--- src/rtl/sma_pkg.sv ---
// ----------------------------------------------------------------------------
// sma_pkg
// Types, register codes and sizes shared by the selection mask alpha block.
// ----------------------------------------------------------------------------
`default_nettype none

package sma_pkg;

  localparam int unsigned MAX_SIDE_DEFAULT = 4096;
  localparam int unsigned CFG_W = 13;
  localparam int unsigned CFG_IDX_W = 3;

  localparam logic [CFG_IDX_W-1:0] CFG_MASK_LEFT    = 3'd0;
  localparam logic [CFG_IDX_W-1:0] CFG_MASK_TOP     = 3'd1;
  localparam logic [CFG_IDX_W-1:0] CFG_MASK_COLS    = 3'd2;
  localparam logic [CFG_IDX_W-1:0] CFG_MASK_ROWS    = 3'd3;
  localparam logic [CFG_IDX_W-1:0] CFG_SURFACE_COLS = 3'd4;
  localparam logic [CFG_IDX_W-1:0] CFG_SURFACE_ROWS = 3'd5;

  typedef struct packed {
    logic [11:0] pos_x;
    logic [11:0] pos_y;
    logic [7:0]  blue_in;
    logic [7:0]  green_in;
    logic [7:0]  red_in;
    logic [7:0]  alpha_in;
    logic [7:0]  mask_value;
  } pix_in_t;

  typedef struct packed {
    logic [7:0] blue_out;
    logic [7:0] green_out;
    logic [7:0] red_out;
    logic [7:0] alpha_out;
  } pix_out_t;

endpackage

`default_nettype wire

--- src/rtl/sma_if.sv ---
// ----------------------------------------------------------------------------
// sma_in_if / sma_out_if
// Valid/ready channels for pixels entering and leaving the block.
// ----------------------------------------------------------------------------
`default_nettype none

interface sma_in_if;
  logic             valid;
  logic             ready;
  sma_pkg::pix_in_t data;
  modport source (output valid, output data, input ready);
  modport sink (input valid, input data, output ready);
endinterface

interface sma_out_if;
  logic              valid;
  logic              ready;
  sma_pkg::pix_out_t data;
  modport source (output valid, output data, input ready);
  modport sink (input valid, input data, output ready);
endinterface

`default_nettype wire

--- src/rtl/selection_mask_alpha_apply.sv ---
// ----------------------------------------------------------------------------
// selection_mask_alpha_apply
// Scales premultiplied BGRA pixels by a selection mask inside a rectangle.
// ----------------------------------------------------------------------------
// Usage: pixels arrive on pix_in with their surface coordinates and mask
// byte; one result per pixel leaves on pix_out in arrival order. The mask
// and surface geometry is written through cfg_we/cfg_index/cfg_data while
// no pixel is in flight; sizes above MAX_SIDE are saturated on write.
// Throughput is one pixel per cycle while pix_out.ready is held high: the
// un-premultiply division is a restoring divider spread over four stages
// at two quotient bits each, followed by a multiply stage and a
// divide-by-255 stage. Each stage has its own valid bit and moves when the
// stage after it is free, so bubbles are squeezed out. When the receiver
// stalls, the filled stages hold and pix_in.ready drops once all are full.
// Synchronous reset empties the pipeline and restores the register defaults
// (mask at origin with zero size, surface MAX_SIDE by MAX_SIDE).
// ----------------------------------------------------------------------------
`default_nettype none

module selection_mask_alpha_apply #(
  parameter int unsigned MAX_SIDE = sma_pkg::MAX_SIDE_DEFAULT
) (
  input  wire                               clk,
  input  wire                               rst,
  input  wire                               cfg_we,
  input  wire [sma_pkg::CFG_IDX_W-1:0]      cfg_index,
  input  wire [sma_pkg::CFG_W-1:0]          cfg_data,
  sma_in_if.sink                            pix_in,
  sma_out_if.source                         pix_out
);
  import sma_pkg::*;

  localparam int NST = 7;

  typedef struct packed {
    logic             pass;
    logic             zero;
    logic [7:0]       b;
    logic [7:0]       g;
    logic [7:0]       r;
    logic [7:0]       a;
    logic [7:0]       na;
    logic [2:0]       sat;
    logic [2:0][7:0]  rem;
    logic [2:0][7:0]  nlow;
    logic [2:0][7:0]  q;
    logic [2:0][15:0] prod;
    logic [2:0][7:0]  res;
  } stage_t;

  logic signed [CFG_W-1:0] mask_left;
  logic signed [CFG_W-1:0] mask_top;
  logic [CFG_W-1:0] mask_cols;
  logic [CFG_W-1:0] mask_rows;
  logic [CFG_W-1:0] surface_cols;
  logic [CFG_W-1:0] surface_rows;

  function automatic logic [CFG_W-1:0] clamp_side(input logic [CFG_W-1:0] v);
    if (32'(v) > MAX_SIDE) return CFG_W'(MAX_SIDE);
    return v;
  endfunction

  always_ff @(posedge clk) begin
    if (rst) begin
      mask_left    <= '0;
      mask_top     <= '0;
      mask_cols    <= '0;
      mask_rows    <= '0;
      surface_cols <= clamp_side(CFG_W'(MAX_SIDE));
      surface_rows <= clamp_side(CFG_W'(MAX_SIDE));
    end else if (cfg_we) begin
      case (cfg_index)
        CFG_MASK_LEFT:    mask_left    <= cfg_data;
        CFG_MASK_TOP:     mask_top     <= cfg_data;
        CFG_MASK_COLS:    mask_cols    <= clamp_side(cfg_data);
        CFG_MASK_ROWS:    mask_rows    <= clamp_side(cfg_data);
        CFG_SURFACE_COLS: surface_cols <= clamp_side(cfg_data);
        CFG_SURFACE_ROWS: surface_rows <= clamp_side(cfg_data);
        default: ;
      endcase
    end
  end

  function automatic logic in_span(input logic [11:0] p, input logic [CFG_W-1:0] org,
                                   input logic [CFG_W-1:0] len, input logic [CFG_W-1:0] lim);
    logic signed [CFG_W+1:0] ps;
    logic signed [CFG_W+1:0] os;
    logic signed [CFG_W+1:0] es;
    ps = $signed({3'b000, p});
    os = $signed({{2{org[CFG_W-1]}}, org});
    es = os + $signed({2'b00, len});
    return (ps >= os) && (ps < es) && ({1'b0, p} < lim);
  endfunction

  // floor(x/255) for x below 65280
  function automatic logic [7:0] div255(input logic [15:0] x);
    logic [16:0] s;
    s = {1'b0, x} + {9'd0, x[15:8]} + 17'd1;
    return s[15:8];
  endfunction

  // two restoring quotient bits for each color
  function automatic stage_t div2(input stage_t s);
    stage_t o;
    logic [8:0] t;
    o = s;
    for (int c = 0; c < 3; c++) begin
      for (int i = 0; i < 2; i++) begin
        t = {o.rem[c], o.nlow[c][7]};
        o.nlow[c] = {o.nlow[c][6:0], 1'b0};
        if (t >= {1'b0, o.a}) begin
          t = t - {1'b0, o.a};
          o.q[c] = {o.q[c][6:0], 1'b1};
        end else begin
          o.q[c] = {o.q[c][6:0], 1'b0};
        end
        o.rem[c] = t[7:0];
      end
    end
    return o;
  endfunction

  stage_t stg [NST];
  stage_t nxt [NST];
  logic [NST-1:0] vld;
  logic [NST-1:0] adv;

  always_comb begin
    stage_t   s;
    logic [15:0] p;
    logic [7:0] cv [3];
    logic [15:0] n;
    logic [7:0] u;
    logic in_reg;
    // entry stage
    s = '0;
    in_reg = in_span(pix_in.data.pos_x, mask_left, mask_cols, surface_cols) &&
             in_span(pix_in.data.pos_y, mask_top, mask_rows, surface_rows);
    s.pass = !(in_reg && pix_in.data.alpha_in != 8'd0 && pix_in.data.mask_value != 8'd255);
    s.b = pix_in.data.blue_in;
    s.g = pix_in.data.green_in;
    s.r = pix_in.data.red_in;
    s.a = pix_in.data.alpha_in;
    p = 16'(pix_in.data.alpha_in) * 16'(pix_in.data.mask_value);
    s.na = div255(p);
    s.zero = (s.na == 8'd0);
    cv[0] = s.b;
    cv[1] = s.g;
    cv[2] = s.r;
    for (int c = 0; c < 3; c++) begin
      n = {cv[c], 8'd0} - {8'd0, cv[c]} + {9'd0, s.a[7:1]};
      s.sat[c] = (cv[c] >= s.a);
      s.rem[c] = n[15:8];
      s.nlow[c] = n[7:0];
    end
    nxt[0] = s;
    for (int k = 1; k < 5; k++) nxt[k] = div2(stg[k-1]);
    // re-premultiply with the new alpha
    s = stg[4];
    for (int c = 0; c < 3; c++) begin
      u = s.sat[c] ? 8'd255 : s.q[c];
      s.prod[c] = 16'(u) * 16'(s.na) + 16'd127;
    end
    nxt[5] = s;
    s = stg[5];
    for (int c = 0; c < 3; c++) s.res[c] = div255(s.prod[c]);
    nxt[6] = s;
  end

  assign adv[NST-1] = !vld[NST-1] || pix_out.ready;
  for (genvar k = 0; k < NST - 1; k++) begin : g_adv
    assign adv[k] = !vld[k] || adv[k+1];
  end

  for (genvar k = 0; k < NST; k++) begin : g_stage
    always_ff @(posedge clk) begin
      if (rst) begin
        vld[k] <= 1'b0;
      end else if (adv[k]) begin
        vld[k] <= (k == 0) ? pix_in.valid : vld[(k == 0) ? 0 : k - 1];
      end
    end
    always_ff @(posedge clk) begin
      if (adv[k]) begin
        stg[k] <= nxt[k];
      end
    end
  end

  assign pix_in.ready = adv[0];
  assign pix_out.valid = vld[NST-1];

  always_comb begin
    stage_t o;
    o = stg[NST-1];
    if (o.pass) begin
      pix_out.data = '{blue_out: o.b, green_out: o.g, red_out: o.r, alpha_out: o.a};
    end else if (o.zero) begin
      pix_out.data = '0;
    end else begin
      pix_out.data = '{blue_out: o.res[0], green_out: o.res[1], red_out: o.res[2],
                       alpha_out: o.na};
    end
  end

  // pipeline is empty right after reset
  a_reset_empty: assert property (@(posedge clk) rst |=> vld == '0)
    else $error("pipeline not empty after reset");

  // a held stage never drops its transaction
  a_hold_last: assert property (@(posedge clk) disable iff (rst)
    vld[NST-1] && !adv[NST-1] |=> vld[NST-1])
    else $error("stalled result lost");

  a_hold_mid: assert property (@(posedge clk) disable iff (rst)
    vld[3] && !adv[3] |=> vld[3])
    else $error("stalled divider stage lost");

  // mask can only lower alpha
  a_alpha_drop: assert property (@(posedge clk) disable iff (rst)
    vld[NST-1] && !stg[NST-1].pass |-> stg[NST-1].na <= stg[NST-1].a)
    else $error("new alpha above old alpha");

endmodule

`default_nettype wire

--- src/flat_wrapper.sv ---
// flat-port wrapper written by rule: the top's interface ports become plain ports
module selection_mask_alpha_apply_flat import sma_pkg::*;
#(
  parameter int unsigned MAX_SIDE = sma_pkg::MAX_SIDE_DEFAULT
)
  (clk, rst, cfg_we, cfg_index, cfg_data, pix_in_valid, pix_in_data, pix_in_ready, pix_out_valid, pix_out_data, pix_out_ready);
  sma_in_if pix_in_i ();
  sma_out_if pix_out_i ();
  input  wire clk;
  input  wire rst;
  input  wire cfg_we;
  input  wire [sma_pkg::CFG_IDX_W-1:0] cfg_index;
  input  wire [sma_pkg::CFG_W-1:0] cfg_data;
  input wire logic [$bits(pix_in_i.valid)-1:0] pix_in_valid;
  input wire logic [$bits(pix_in_i.data)-1:0] pix_in_data;
  output wire logic [$bits(pix_in_i.ready)-1:0] pix_in_ready;
  output wire logic [$bits(pix_out_i.valid)-1:0] pix_out_valid;
  output wire logic [$bits(pix_out_i.data)-1:0] pix_out_data;
  input wire logic [$bits(pix_out_i.ready)-1:0] pix_out_ready;
  assign pix_in_i.valid = pix_in_valid;
  assign pix_in_i.data = pix_in_data;
  assign pix_in_ready = pix_in_i.ready;
  assign pix_out_valid = pix_out_i.valid;
  assign pix_out_data = pix_out_i.data;
  assign pix_out_i.ready = pix_out_ready;
  selection_mask_alpha_apply #(.MAX_SIDE(MAX_SIDE)) u_core (.clk(clk), .rst(rst), .cfg_we(cfg_we), .cfg_index(cfg_index), .cfg_data(cfg_data), .pix_in(pix_in_i), .pix_out(pix_out_i));
endmodule
--- config.mk ---
export PLATFORM = sky130hd
export DESIGN_NAME = selection_mask_alpha_apply_flat
export DESIGN_NICKNAME = d
export VERILOG_FILES = /design/src/rtl/sma_pkg.sv /design/src/rtl/sma_if.sv /design/src/rtl/selection_mask_alpha_apply.sv /design/src/flat_wrapper.sv
export SDC_FILE = /design/constraint.sdc
export NUM_CORES = 2
export LEC_CHECK = 0
export ABC_AREA = 1
export BUFFER_PORTS_ARGS = -buffer_cell sky130_fd_sc_hd__buf_2
export CAP_MARGIN = 15
export CORE_UTILIZATION = 66
export CTS_BUF_LIST = sky130_fd_sc_hd__clkbuf_4 sky130_fd_sc_hd__clkbuf_8
export DETAILED_ROUTE_END_ITERATION = 6
export PLACE_DENSITY = 0.84
export REMOVE_ABC_BUFFERS = 1
export SLEW_MARGIN = 25
export SYNTH_ARGS = -nofsm -noshare
export SYNTH_HDL_FRONTEND = slang
export SYNTH_SLANG_ARGS = --single-unit
--- constraint.sdc ---
create_clock -name clk -period 21.2 [get_ports clk]
set_input_delay 4.24 -clock clk [delete_from_list [all_inputs] [get_ports clk]]
set_output_delay 4.24 -clock clk [all_outputs]
set_load 0.1 [all_outputs]
# Word level (Yosys, flattened, before mapping)
# Memories as Yosys holds them, arrays and structs flattened.
# Cells that the tools add are included.
# totals
ff_bits	85
ram_bits	1323
in_bits	85
out_inout_bits	34
wordCells	217
memories	1
# op_classes
addsub	43
n_mul	4
magnitude_cmp	34
eq_ne	6
n_mux	85
n_reduce_logical	31
# memory_table
name	depth	word_bits	read_ports	rd_ports_with_merged_regs	write_ports	line_no	text
u_core.stg	7	189	7	0	7	selection_mask_alpha_apply.sv:123	stage_t stg [NST];
# op_table
cell	count
9-bit by 8-bit greater-or-equal comparator with 1-bit output	24
8-bit two-way mux	27
8-bit subtractor	24
13-bit two-way mux	5
16-bit by 1-bit adder with 16-bit output (second input constant)	4
16-bit by 8-bit adder with 16-bit output	4
8-bit by 8-bit multiplier with 16-bit output	4
32-bit two-way mux	2
1-bit two-way mux	51
16-bit by 7-bit adder with 16-bit output	3
16-bit by 7-bit adder with 16-bit output (second input constant)	3
16-bit by 8-bit subtractor with 16-bit output	3
13-bit by 14-bit adder with 15-bit output	2
13-bit by 15-bit < comparator with 1-bit output	2
13-bit greater-or-equal comparator	2
12-bit by 13-bit < comparator with 1-bit output	2
8-bit greater-or-equal comparator	3
13-bit > comparator (second input constant)	1
2-bit AND reduction	6
1-bit zero test	8
8-bit zero test	1
8-bit != test (second input constant)	1
8-bit nonzero test	1
1-bit logical AND	7
other kinds (5)	13

# Depth between registers and ports, before layout
# depth
word_depth	10
mapped_depth	33

# Worst setup path before layout
# Ideal clock, no wire load.
# synth_path
path_type	input-to-output
start	input pix_out_ready
end	output pix_in_ready
arrival_time_ps	15905
required_time_ps	16960
setup_slack_ps	1055
path_stages	12
cell_sequence	nor2_1 inv_1 nor2_1 inv_1 nor2_1 inv_1 nor2_1 inv_1 nor2_1 inv_1 nor2_1 nand2_1
# synth_between
elab_chain_cells	7
# synth_lines
element	line_no	text
from (decl)	flat_wrapper.sv:19	input wire logic [$bits(pix_out_i.ready)-1:0] pix_out_ready;
1-bit logical OR	selection_mask_alpha_apply.sv:170	assign adv[NST-1] = !vld[NST-1] || pix_out.ready;
via u_core.adv[6]	selection_mask_alpha_apply.sv:126	logic [NST-1:0] adv;
1-bit logical OR	selection_mask_alpha_apply.sv:172	assign adv[k] = !vld[k] || adv[k+1];
via u_core.adv[5]	selection_mask_alpha_apply.sv:126	
1-bit logical OR	selection_mask_alpha_apply.sv:172	
via u_core.adv[4]	selection_mask_alpha_apply.sv:126	
1-bit logical OR	selection_mask_alpha_apply.sv:172	
via u_core.adv[3]	selection_mask_alpha_apply.sv:126	
1-bit logical OR	selection_mask_alpha_apply.sv:172	
via u_core.adv[2]	selection_mask_alpha_apply.sv:126	
1-bit logical OR (2 in a row)	selection_mask_alpha_apply.sv:172	
to (decl)	flat_wrapper.sv:16	output wire logic [$bits(pix_in_i.ready)-1:0] pix_in_ready;
# The timed path passes the listed nets, and every way through them passes these cells.

# Worst setup path in the final report
# Ends and elaborated chain as after synthesis.

==> metrics.yaml <==
antenna_found_initial: 3
max_freq_mhz: 82.7
layout_commonest_cell: "nand2_1"
initial_core_util_pct: 66.7
tritoncts: "built"
place_congestion: 0.919
cts_buffers: 105
synth_compound_area_share_pct: 9.50
synth_xor_area_share_pct: 4.51
hpwl_mm: 75.4
wire_per_inst_um: 17.8
postSynthCellCount: 4518
drt.antenna.violating_nets: 0
grt_pass1_vias: 32300
final_cell_mix: "nand2_1 (725), inv_1 (723), edfxtp_1 (597)"
slew_headroom_pct: 26.9
synth_seq_cells: 682
syn_avg_cell_area_um2: 9.91
cts_resized: 0
std_cell_rows: 95
muxShareOfSynthArea_pct: 0.0503
cap_violations: 0
path_cells: "buf_2, nor2_1, inv_2, nor2_1, clkinv_2, nor2_1, inv_2, buf_4, nor2_1, clkinv_2, nor2_1, clkinv_2, nor2_1, nand2_4, buf_2"
clk_pin_slew_worst_paths_ns: 0.06
crit_required_ns: 16.96
fin_crit_sh_pct: 57.0
cp_slowest_cell: "nor2_1"
post_cts_buffers: 0
nFillCells: 4614
overflow: 0
cpMostUsedCell: "nor2_1"
worstPathArrival_ns: 7.85
grt_max_degree: 79
crit_type: "in2out"
synth.top_cells.by_area: "edfxtp_1 (40%), ha_1 (14%), fa_1 (8.4%)"
yosysTopAreaCell: "edfxtp_1"
synth_adder_area_share_pct: 22.3
setup_viol: 0
status: "complete, but fails checks"
wl_mm: 100
drive_gt1_share_pct: 8.24
cp_slowest_stage_delay_ns: 0.46
first_pass_iters: 7
clk_latency_ns: 0.74
portBuffers: 118
clockBufferDepth: 3
track_usage_pct: 29.5
yosysTopAreaCellShare_pct: 40.0
drt_iter0_markers: 2663
hold_violations: 0
die_w_um: 262
syn-cell-area_um2: 44800
viasPerCell: 5.72
startpoint_type: "primary input"
htreeDepth: 3
coreArea_um2: 67200
synth_cell_type_count: 64
syn2layout_area_growth_pct: 8.02
io_pins: 119
root_buffer: "clkbuf_8"
clock_sinks: 682
slew_violations: 0
grt_pass1_wl_mm: 162
fp.dieH_um: 262
cts.hold.buffers_added: 0
die-area_um2: 68900
setup_tns_ns: 0
synth-simple-area-share_pct: 12.6
path_max_fanout: 71
fin_skew_ns: 0.0429
synth_top_family_by_area: "adder cells"
hold_path.class: "reg2reg"
ys_seq_area_share_pct: 43.8
cp-end-kind: "primary output"
post-route-min-period_ns: 12.09
tightestPinTransition_ns: 1.10
violations: "DRC"
ff2ff_setup_slack_ns: 15.27
rsz0062_at_grt: "false"
yosys_warnings: 0
finalNetCount: 5443
vias: 32200
drc_errors: 1
cells by family after synthesis:
logic type      Yosys count
compound gates          773
xor+xnor                229
fa+ha+maj               686
buf+inv                 828
flops                   682
mux                       2
simple gates           1318
worst paths after layout:
kind | end | depth (start not counted) | startpoint
worst max-delay path | pix_in_ready | 15 | pix_out_ready
worst min-delay path | u_core.stg[2][103]$_DFFE_PP_ | 0 | u_core.stg[1][101]$_DFFE_PP_
worst max register to register | u_core.stg[5][54]$_DFFE_PP_ | 15 | u_core.stg[4][147]$_DFFE_PP_
worst min register to register | u_core.stg[2][103]$_DFFE_PP_ | 0 | u_core.stg[1][101]$_DFFE_PP_
flip-flops by register name, indices dropped and copies added (netlist names):
signal	flops
u_core.pix_out.valid	1
u_core.mask_left	13
u_core.vld	6
u_core.surface_cols	13
u_core.mask_top	13
u_core.mask_cols	13
u_core.stg	597
u_core.surface_rows	13
u_core.mask_rows	13
cells in the mapped netlist, drive strengths merged:
cell       n
and3       2
buf       25
o21a      19
o221ai     1
or4        5
o211ai    15
xor2     149
a221oi     2
nor4      11
o21bai    15
a31oi     15
and2      10
o21ai    307
mux2       2
o2111ai    1
a21oi    336
nor3      24
a311oi     2
ha       498
clkinv     2
a21o      27
o31ai      4
o22ai      4
nand3b    18
fa       188
clkbuf    63
a211oi     8
a21boi    13
o311ai     1
o211a      1
nand3    121
xnor2     80
nand4     58
nor2     298
dfxtp     85
or3        1
nor3b      4
inv      738
nand2    743
or2       23
edfxtp   597
a221o      2
layer usage:
layer,global-route usage [%],vias to the layer above,share of wire (%)
met4,14.1,0,4.3
met2,49.7,1251,48
met5,0,-,0
met3,3.96,322,7.0
met1,37.9,15200,41
li1,-,15500,-
through the flow:
stage / cells / cell area, um^2 / utilization (%) / hold slack [ns] / worst slack, ns
global placement: 5436 / 46200 / 68.7 / 0.400 / 9.19
detailed placement: 5437 / 46200 / 68.8 / 0.405 / 9.10
global route: 5633 / 48400 / 72.0 / 0.407 / 8.74
finish: 5634 / 48400 / 72.0 / 0.391 / 9.11
CTS: 5630 / 48300 / 72.0 / 0.387 / 9.05
floorplan: 4430 / 44300 / - / 0.400 / 1.06
area by class of cell:
class,count,area [um^2],share of cell area (%)
well taps,873,1090,2.26
repair buffers,135,751,1.55
clock inverters,66,552,1.14
flip-flops and latches,682,19600,40.6
inverters,740,2790,5.76
diodes,3,7.51,0.0155
multi-input cells,3008,21900,45.4
clock buffers,127,1610,3.33
critical path: cells and delay by family:
family | cells | cell delay [ns]
AND/OR/NAND/NOR | 7 | 1.64
buffers and inverters | 8 | 1.94
Power is not shown: default switching activity piles up to over one toggle a cycle in this logic, so the estimate is an artifact.
